### src/design/q15_sine_cosine_unit_defines.svh
// Assertion macros for the Q15 sine/cosine unit.
// No dependencies; included by the top level.
`ifndef Q15_SINE_COSINE_UNIT_DEFINES_SVH
`define Q15_SINE_COSINE_UNIT_DEFINES_SVH

// Same-cycle implication, disabled while in reset.
`define Q15SC_ASSERT_NOW(label, clk, rst_n, ante, cons, msg) \
	label: assert property (@(posedge clk) disable iff (!rst_n) (ante) |-> (cons)) \
		else $error(msg);

// Next-cycle implication, disabled while in reset.
`define Q15SC_ASSERT_NEXT(label, clk, rst_n, ante, cons, msg) \
	label: assert property (@(posedge clk) disable iff (!rst_n) (ante) |=> (cons)) \
		else $error(msg);

`endif

### src/design/q15sc_pkg.sv
// Shared types, constants and the Q15 high-half multiply for the sine/cosine unit.
// No dependencies.
`default_nettype none

package q15sc_pkg;

	localparam logic [15:0] QUAD_BIAS  = 16'h2000;
	localparam logic [15:0] COS_OFFSET = 16'h4000;
	localparam logic [15:0] X_MIN      = 16'h8000;
	localparam logic [15:0] X_MIN_FIX  = 16'h8001;

	// even polynomial (cosine-like arc)
	localparam logic signed [15:0] C_EVEN_0 = 16'sd2039;
	localparam logic signed [15:0] C_EVEN_1 = -16'sd20209;
	localparam logic signed [15:0] C_EVEN_2 = 16'sd32767;
	// odd polynomial (sine-like arc)
	localparam logic signed [15:0] C_ODD_0  = 16'sd322;
	localparam logic signed [15:0] C_ODD_1  = -16'sd5291;
	localparam logic signed [15:0] C_ODD_2  = 16'sd25736;

	localparam logic CMD_SIN = 1'b0;
	localparam logic CMD_COS = 1'b1;

	// quadrant bits 15:14 of (a + 0x2000)
	typedef struct packed {
		logic neg;   // bit 15: negate result
		logic even;  // bit 14: use even polynomial
	} quad_t;

	function automatic logic signed [15:0] mul_high(input logic signed [15:0] a,
			input logic signed [15:0] b);
		logic signed [31:0] p;
		p = a * b;
		return p[31:16];
	endfunction

endpackage

`default_nettype wire

### src/design/q15sc_prep.sv
// Angle preparation: cosine offset, quadrant pick, x4 scaling with full-scale fix.
// Depends on q15sc_pkg.
`default_nettype none

module q15sc_prep (
	input  wire logic                 command,
	input  wire logic signed [15:0]   angle,
	output q15sc_pkg::quad_t          quad,
	output logic signed [15:0]        x
);

	logic [15:0] a;
	logic [15:0] biased;
	logic [15:0] shifted;

	always_comb begin
		if (command == q15sc_pkg::CMD_COS) begin
			a = q15sc_pkg::COS_OFFSET - angle;
		end else begin
			a = angle;
		end
		biased   = a + q15sc_pkg::QUAD_BIAS;
		quad.neg  = biased[15];
		quad.even = biased[14];
		shifted  = {a[13:0], 2'b00};
		if (shifted == q15sc_pkg::X_MIN) begin
			x = q15sc_pkg::X_MIN_FIX;
		end else begin
			x = shifted;
		end
	end

endmodule

`default_nettype wire

### src/design/q15sc_hstep.sv
// One Horner step: high half of a*b plus an addend, 16-bit wrap.
// Depends on q15sc_pkg.
`default_nettype none

module q15sc_hstep (
	input  wire logic signed [15:0] a,
	input  wire logic signed [15:0] b,
	input  wire logic signed [15:0] addend,
	output logic signed [15:0]      y
);

	assign y = q15sc_pkg::mul_high(a, b) + addend;

endmodule

`default_nettype wire

### src/design/q15_sine_cosine_unit.sv
// Q15 sin(pi*x)/cos(pi*x): six register stages, one word accepted per cycle while the output is not stalled.
// Pipeline: six register stages, s1 through s6; m_tvalid rises when the word reaches s6.
// Throughput: one word per clock while m_tready is high; each stage holds one word and has its own
// ready, so bubbles collapse and a stalled output does not block entry early.
// Reset: arst_n asynchronous active low clears all stage valid bits only.
// Depends on q15sc_pkg, q15sc_prep, q15sc_hstep and the defines header.
`default_nettype none
`include "q15_sine_cosine_unit_defines.svh"

module q15_sine_cosine_unit (
	input  wire logic        clk,
	input  wire logic        arst_n,
	// input stream
	input  wire logic        s_tvalid,
	output logic             s_tready,
	input  wire logic [15:0] s_tdata,   // [15:0] angle
	input  wire logic        s_tuser,   // [0] command (0 sine, 1 cosine)
	// output stream
	output logic             m_tvalid,
	input  wire logic        m_tready,
	output logic [15:0]      m_tdata    // [15:0] value
);

	// Stage map:
	//  s1  prepared x and quadrant
	//  s2  xx = 2*mulhi(x,x)
	//  s3  y = mulhi(c0,xx) + c1
	//  s4  y = mulhi(y,xx)  + c2
	//  s5  odd arc: y = 2*mulhi(y,x) + 1; even arc passes y
	//  s6  optional negate, output register

	logic v_s1, v_s2, v_s3, v_s4, v_s5, v_s6;
	logic rdy1, rdy2, rdy3, rdy4, rdy5, rdy6;

	q15sc_pkg::quad_t quad_s1, quad_s2, quad_s3, quad_s4;
	logic             neg_s5;
	logic signed [15:0] x_s1, x_s2, x_s3, x_s4;
	logic signed [15:0] xx_s2, xx_s3;
	logic signed [15:0] y_s3, y_s4, y_s5;
	logic [15:0]        value_s6;

	// per-stage ready: a stage takes a word when empty or when it drains
	assign rdy6     = !v_s6 || m_tready;
	assign rdy5     = !v_s5 || rdy6;
	assign rdy4     = !v_s4 || rdy5;
	assign rdy3     = !v_s3 || rdy4;
	assign rdy2     = !v_s2 || rdy3;
	assign rdy1     = !v_s1 || rdy2;
	assign s_tready = rdy1;

	// stage 1 logic
	q15sc_pkg::quad_t   prep_quad;
	logic signed [15:0] prep_x;

	q15sc_prep u_prep (
		.command (s_tuser),
		.angle   (s_tdata),
		.quad    (prep_quad),
		.x       (prep_x)
	);

	// stage 2 logic: square, doubled
	logic signed [15:0] sq_hi;
	assign sq_hi = q15sc_pkg::mul_high(x_s1, x_s1);

	// stage 3 and 4 Horner steps
	logic signed [15:0] h1_c0, h1_c1, h2_c2;
	logic signed [15:0] h1_y, h2_y;

	assign h1_c0 = quad_s2.even ? q15sc_pkg::C_EVEN_0 : q15sc_pkg::C_ODD_0;
	assign h1_c1 = quad_s2.even ? q15sc_pkg::C_EVEN_1 : q15sc_pkg::C_ODD_1;
	assign h2_c2 = quad_s3.even ? q15sc_pkg::C_EVEN_2 : q15sc_pkg::C_ODD_2;

	q15sc_hstep u_h1 (
		.a      (h1_c0),
		.b      (xx_s2),
		.addend (h1_c1),
		.y      (h1_y)
	);

	q15sc_hstep u_h2 (
		.a      (y_s3),
		.b      (xx_s3),
		.addend (h2_c2),
		.y      (h2_y)
	);

	// stage 5 logic: odd arc multiplies by x once more
	logic signed [15:0] odd_hi;
	logic signed [15:0] arc_y;
	assign odd_hi = q15sc_pkg::mul_high(y_s4, x_s4);
	assign arc_y  = quad_s4.even ? y_s4 : {odd_hi[14:0], 1'b1};

	// valid bits
	always_ff @(posedge clk or negedge arst_n) begin
		if (!arst_n) begin
			v_s1 <= 1'b0;
			v_s2 <= 1'b0;
			v_s3 <= 1'b0;
			v_s4 <= 1'b0;
			v_s5 <= 1'b0;
			v_s6 <= 1'b0;
		end else begin
			if (rdy1) v_s1 <= s_tvalid;
			if (rdy2) v_s2 <= v_s1;
			if (rdy3) v_s3 <= v_s2;
			if (rdy4) v_s4 <= v_s3;
			if (rdy5) v_s5 <= v_s4;
			if (rdy6) v_s6 <= v_s5;
		end
	end

	// payload, no reset
	always_ff @(posedge clk) begin
		if (rdy1 && s_tvalid) begin
			quad_s1 <= prep_quad;
			x_s1    <= prep_x;
		end
		if (rdy2 && v_s1) begin
			quad_s2 <= quad_s1;
			x_s2    <= x_s1;
			xx_s2   <= {sq_hi[14:0], 1'b0};
		end
		if (rdy3 && v_s2) begin
			quad_s3 <= quad_s2;
			x_s3    <= x_s2;
			xx_s3   <= xx_s2;
			y_s3    <= h1_y;
		end
		if (rdy4 && v_s3) begin
			quad_s4 <= quad_s3;
			x_s4    <= x_s3;
			y_s4    <= h2_y;
		end
		if (rdy5 && v_s4) begin
			neg_s5 <= quad_s4.neg;
			y_s5   <= arc_y;
		end
		if (rdy6 && v_s5) begin
			value_s6 <= neg_s5 ? 16'(16'd0 - y_s5) : y_s5;
		end
	end

	assign m_tvalid = v_s6;
	assign m_tdata  = value_s6;

	// checks
	`Q15SC_ASSERT_NOW(a_full_when_blocked, clk, arst_n, !s_tready,
		v_s1 && v_s2 && v_s3 && v_s4 && v_s5 && v_s6 && !m_tready,
		"input blocked while pipeline has a free slot")
	`Q15SC_ASSERT_NEXT(a_s5_moves_on, clk, arst_n, v_s5 && rdy6, v_s6,
		"word lost between stage 5 and output")
	`Q15SC_ASSERT_NEXT(a_out_holds, clk, arst_n, v_s6 && !m_tready,
		v_s6 && $stable(value_s6), "output register changed under stall")

endmodule

`default_nettype wire
### config.mk
export PLATFORM = sky130hd
export DESIGN_NAME = q15_sine_cosine_unit
export DESIGN_NICKNAME = d
export VERILOG_FILES = /design/src/design/q15sc_pkg.sv /design/src/design/q15sc_prep.sv /design/src/design/q15sc_hstep.sv /design/src/design/q15_sine_cosine_unit.sv
export VERILOG_INCLUDE_DIRS = /design/src /design/src/design
export SDC_FILE = /design/constraint.sdc
export NUM_CORES = 2
export LEC_CHECK = 0
export ABC_AREA = 1
export BUFFER_PORTS_ARGS = -buffer_cell sky130_fd_sc_hd__buf_2
export CORE_MARGIN = 1
export CORE_UTILIZATION = 35
export CTS_BUF_LIST = sky130_fd_sc_hd__clkbuf_8
export DETAILED_ROUTE_END_ITERATION = 6
export HOLD_SLACK_MARGIN = 0.05
export MAX_ROUTING_LAYER = met4
export PLACE_DENSITY = 0.48
export SLEW_MARGIN = 20
export SYNTH_ARGS = -nofsm -noshare
export SYNTH_HDL_FRONTEND = slang
export SYNTH_SLANG_ARGS = --single-unit
### constraint.sdc
create_clock -name clk -period 7.8 [get_ports clk]
set_input_delay 1.17 -clock clk [delete_from_list [all_inputs] [get_ports clk]]
set_output_delay 1.17 -clock clk [all_outputs]
set_load 0.02 [all_outputs]
* Yosys cells after proc, flatten, opt, wreduce, memory -nomap -nowiden
Cells that the tools add are included.
Word-level totals: word-level logic and storage cells 62, memories kept 0, bits of input ports 21, memory bits (writable) 0, latch bits 0, ROM bits 0, output and inout bits 18, register bits after elaboration 173
Operators by class: multiplexer cells 7, reductions and logical operators 18, bitwise operators 0, add/subtract/negate cells 5, multiply operators 4, shift operators 0, equal/unequal tests 1, $lt $le $gt $ge 0, divide/modulo/power cells 0
Operator list (count):
- $mul 16x16->31 | 2
- $mux 16 | 3
- $add 16x16->16 | 2
- $mul 16x15->31 | 1
- $mul 12x15->27 | 1
- $add 16x14->16 const B | 1
- $sub 1x16->16 const A | 1
- $sub 15x16->16 const A | 1
- $mux 15 | 1
- $eq 14x14->1 const B | 1
- $mux 13 | 1
- $mux 11 | 1
- $logic_and 1x1->1 | 6
- $logic_not 1->1 | 6
- $logic_or 1x1->1 | 6
- $mux 1 | 1

* Depth between registers and ports, before layout
depth in word-level cells 8, mapped depth 38, depth with buffers taken out 36

* Hierarchy
A second synthesis with hierarchy kept.
Second synthesis, totals: cell total of the unflattened synthesis 5986, area total of the unflattened synthesis 48133.7 µm²
By module, submodules not included:
- q15_sine_cosine_unit | instances 1, cells an instance 2870, area an instance 25285.5 µm², sequential area each 5165.0 µm²
- q15sc_hstep (u_h2) | instances 1, cells an instance 1502, area an instance 11124.4 µm², sequential area each 0.0 µm²
- q15sc_hstep (u_h1) | instances 1, cells an instance 1489, area an instance 11076.9 µm², sequential area each 0.0 µm²
- q15sc_prep | instances 1, cells an instance 125, area an instance 646.9 µm², sequential area each 0.0 µm²

* Worst setup path before layout
Ideal clock, no wire load.
path type register to register, start point reg xx_s3[1], end point reg y_s4[12], data pin, period minus slack after synthesis 6667 ps, arrival 6415 ps, slack 1133 ps, library setup time 252 ps, path buffers 2, cell stages (with the launch flop) 36, required time 7548 ps, path through edfxtp_1 clkbuf_2 clkbuf_1 nand2_1 fa_1 fa_1 inv_1 fa_1 inv_1 fa_1 inv_1 fa_1 inv_1 fa_1 inv_1 ha_1 nand2_1 nand2_1 nand2_1 nand2_1 a21oi_1 o21ai_0 a31o_2 xor2_1 ha_1 fa_1 a21oi_1 nand2_2 nand2_1 nand2_2 nand2_2 nand2_2 nand2_2 nand2_1 nand2_1 nand2_1
On the way: word-level cells in the longest chain between the ends 2
Ends and longest elaborated chain:
- from (decl) | RTL line q15_sine_cosine_unit.sv:38 | logic signed [15:0] xx_s2, xx_s3;
- from (signal assigned) | RTL line q15_sine_cosine_unit.sv:127 | xx_s3 <= xx_s2;
- $mul 16x15->31 | RTL line q15sc_pkg.sv:33 | p = a * b;
- $add 16x16->16 | RTL line q15sc_hstep.sv:12 | assign y = q15sc_pkg::mul_high(a, b) + addend;
- net h2_y[12] | RTL line q15_sine_cosine_unit.sv:68 | logic signed [15:0] h1_y, h2_y;
- to (signal assigned) | RTL line q15_sine_cosine_unit.sv:133 | y_s4 <= h2_y;
- to (decl) | RTL line q15_sine_cosine_unit.sv:39 | logic signed [15:0] y_s3, y_s4, y_s5;
The timed path passes the listed nets, and every way through them passes these cells. A chain may end at the register's enable or synchronous reset.

* Final worst setup path
start point reg xx_s3[1], end point reg y_s4[13], data pin
Same word-level chain as after synthesis.

==> flow_summary.ini <==
[outcome]
status = finished clean

[logic_synthesis]
netlist_instances = 4578
synthMostInstantiatedCell = inv_1
netlist.area_leader.share_pct = 40.7
syn_area_um2 = 39100
syn-num-nets = 5735
synth_top_cell_by_area = fa_1
synthTopCellsByCount = inv_1 (1414), nand2_1 (984), fa_1 (796)
synth_enable_flop_cells = 163
yosys_warnings = 0
syn_area_per_cell_um2 = 8.55
ys_types = 53
ys.flop_type = edfxtp_1
async_flop_share_pct = 3.55
synthTopCellsByArea = fa_1 (41%), inv_1 (14%), edfxtp_1 (13%), ha_1 (11%), nand2_1 (9.4%)
ys_seq_area_share_pct = 12.9
synth-seq-cells = 169

[route]
postRouteAntennaNets = 0
drcViolationCount = 0
post_drt_wl_per_cell_um = 15.4
drtIter0Drc = 1264
num_vias = 26984
first_pass_iters = 7
drt_wl_total_um = 93300
viasPerCell = 4.46

[timing]
setup_viol = 0
period_share_pct = 93.7
setup_ws_ns = 0.494
period_needed_ns = 7.31
finalHoldViolCount = 0
relSlewSlack_pct = 32.9
clock.fmax_mhz = 137
tightest_slew_ns = 1.01
fin_tns_setup_ns = 0
slew_violations = 0
rsz0062_at_grt = false
fin_skew_ns = 0.0373

[global_routing]
grt_overflow_total = 0
grt_antenna_before_repair = 3
grt_pass1_vias = 28998
grt_pass1_wl_um = 154000
grt_start_max_net_pins = 49
track_usage_pct = 18.0

[hold_path]
hp-class = primary input to async pin

[clock_network]
clkTransAtPathRegs_ns = 0.13
cts_buffer_depth = 2
cts_buffers = 17
cts_hold_buf = 0
clock_sinks = 169
postCtsSetupRepairBufs = 0
cts_root_buf = clkbuf_8
tritoncts = done
post_cts_resized = 0
clk_latency_ns = 0.58
h-tree-depth = 4

[critical_path]
cp.arrival_ns = 7.63
reg2regPathDepth = 25
path_class = flip-flop to flip-flop
cp_max_fo = 10
worstReg2RegEnd = y_s4[13]$_DFFE_PP_
r2r_slack_ns = 0.49
critPathCaptureType = flip-flop
required_ns = 8.12
start_kind = flip-flop
rr_startpoint = xx_s3[1]$_DFFE_PP_

[layout]
fin_nets = 5703
layout-drive-gt1-share_pct = 4.34
area_growth_syn_to_layout_pct = 5.79
fin_cells = 6048
fill_cells = 11613

[placement]
gp_congestion = 0.866
io_buffers = 38
dp.cells = 6014
place.detailed.hpwl_um = 80200
place_ws_ns = 0.386

[die]
core_um2 = 111000
start_util_pct = 35.3
rows = 122
die_height_um = 336
dieArea_um2 = 113000
die_w_um = 336
ioPinCount = 39

[flow_run]
max_cap_viol_count = 0
## logic make-up after synthesis
kind of cell    Yosys count  synth area share [%]
simple gates           1369                  14.5
fa+ha+maj              1136                  51.6
flops                   169                  12.9
compound gates          232                  3.33
buf+inv                1543                  14.8
xor+xnor                129                  2.91
## critical path, stage by stage (launching register included)
cell	delay (ns)
edfxtp_1	0.59
nand2_1	0.20
inv_1	0.10
fa_1	0.65
fa_1	0.76
inv_1	0.19
fa_1	0.51
inv_1	0.05
fa_1	0.49
fa_1	0.49
inv_1	0.05
fa_1	0.47
inv_1	0.04
ha_1	0.35
a21oi_1	0.23
nand2_1	0.07
a21oi_1	0.17
nand3_1	0.13
a21boi_0	0.32
xnor2_1	0.14
ha_1	0.37
nand2_1	0.11
nor3_1	0.28
nand3_1	0.15
nand4_1	0.11
nand2_1	0.06
## state kept, by name (all words and copies together) (netlist names)
register and count:
x_s3 15, v_s5 1, x_s4 15, quad_s2 2
y_s5 16, v_s4 1, y_s3 16, xx_s2 15
v_s2 1, quad_s3 2, v_s1 1, xx_s3 15
m_tdata 16, v_s3 1, quad_s1 2, y_s4 16
neg_s5 1, quad_s4 2, x_s1 15, x_s2 15
m_tvalid 1
## cells in the final DEF (no fill, tap or decap), drive strengths merged, types with 27 or more instances in the layout
cell    instances
xnor2          53
nand2        1019
edfxtp        163
buf            67
ha            340
nor2          152
o21ai          71
a21oi         110
inv          1429
nand3         101
xor2           76
nor3           27
fa            796
## per-stage QoR
stage / area, um^2 / hold WS [ns] / utilization, %
finish: 41400 / 0.426 / 37.4
CTS: 41400 / 0.369 / 37.3
global placement: 41000 / 0.401 / 37.0
global route: 41400 / 0.404 / 37.4
detailed placement: 41000 / 0.405 / 37.0
floorplan: 39100 / 0.400 / -
## final cells by class
type | count | area [um^2] | share of cell area, %
antenna | 1 | 2.50 | 0.00604
multi-input combinational | 2866 | 28300 | 68.4
sequential | 169 | 5040 | 12.2
inverter | 1425 | 5350 | 12.9
timing repair buffer | 67 | 420 | 1.02
tap | 1488 | 1860 | 4.50
clock inverter | 15 | 184 | 0.444
clock buffer | 17 | 234 | 0.565
## per-layer routing
layer,track usage [%],vias to the layer above,wire length [um]
li1,-,13151,-
met1,23.9,13452,44000
met2,29.8,312,45200
met3,1.77,69,2560
met4,3.81,0,1520
met5,-,-,0
## worst max-delay path by stage
stage                            start            endpoint  cells after the start
floorplan           xx_s3[1]$_DFFE_PP_  y_s4[12]$_DFFE_PP_                     35
global placement    y_s3[15]$_DFFE_PP_  y_s4[13]$_DFFE_PP_                     28
finish              xx_s3[1]$_DFFE_PP_  y_s4[13]$_DFFE_PP_                     25
detailed placement  y_s3[15]$_DFFE_PP_  y_s4[13]$_DFFE_PP_                     25
global route         y_s3[8]$_DFFE_PP_  y_s4[12]$_DFFE_PP_                     31
CTS                 y_s3[15]$_DFFE_PP_  y_s4[13]$_DFFE_PP_                     25
Power is left out: the tool's default activity adds up to more than one toggle a clock period on the data nets, which glitch-free logic cannot reach.
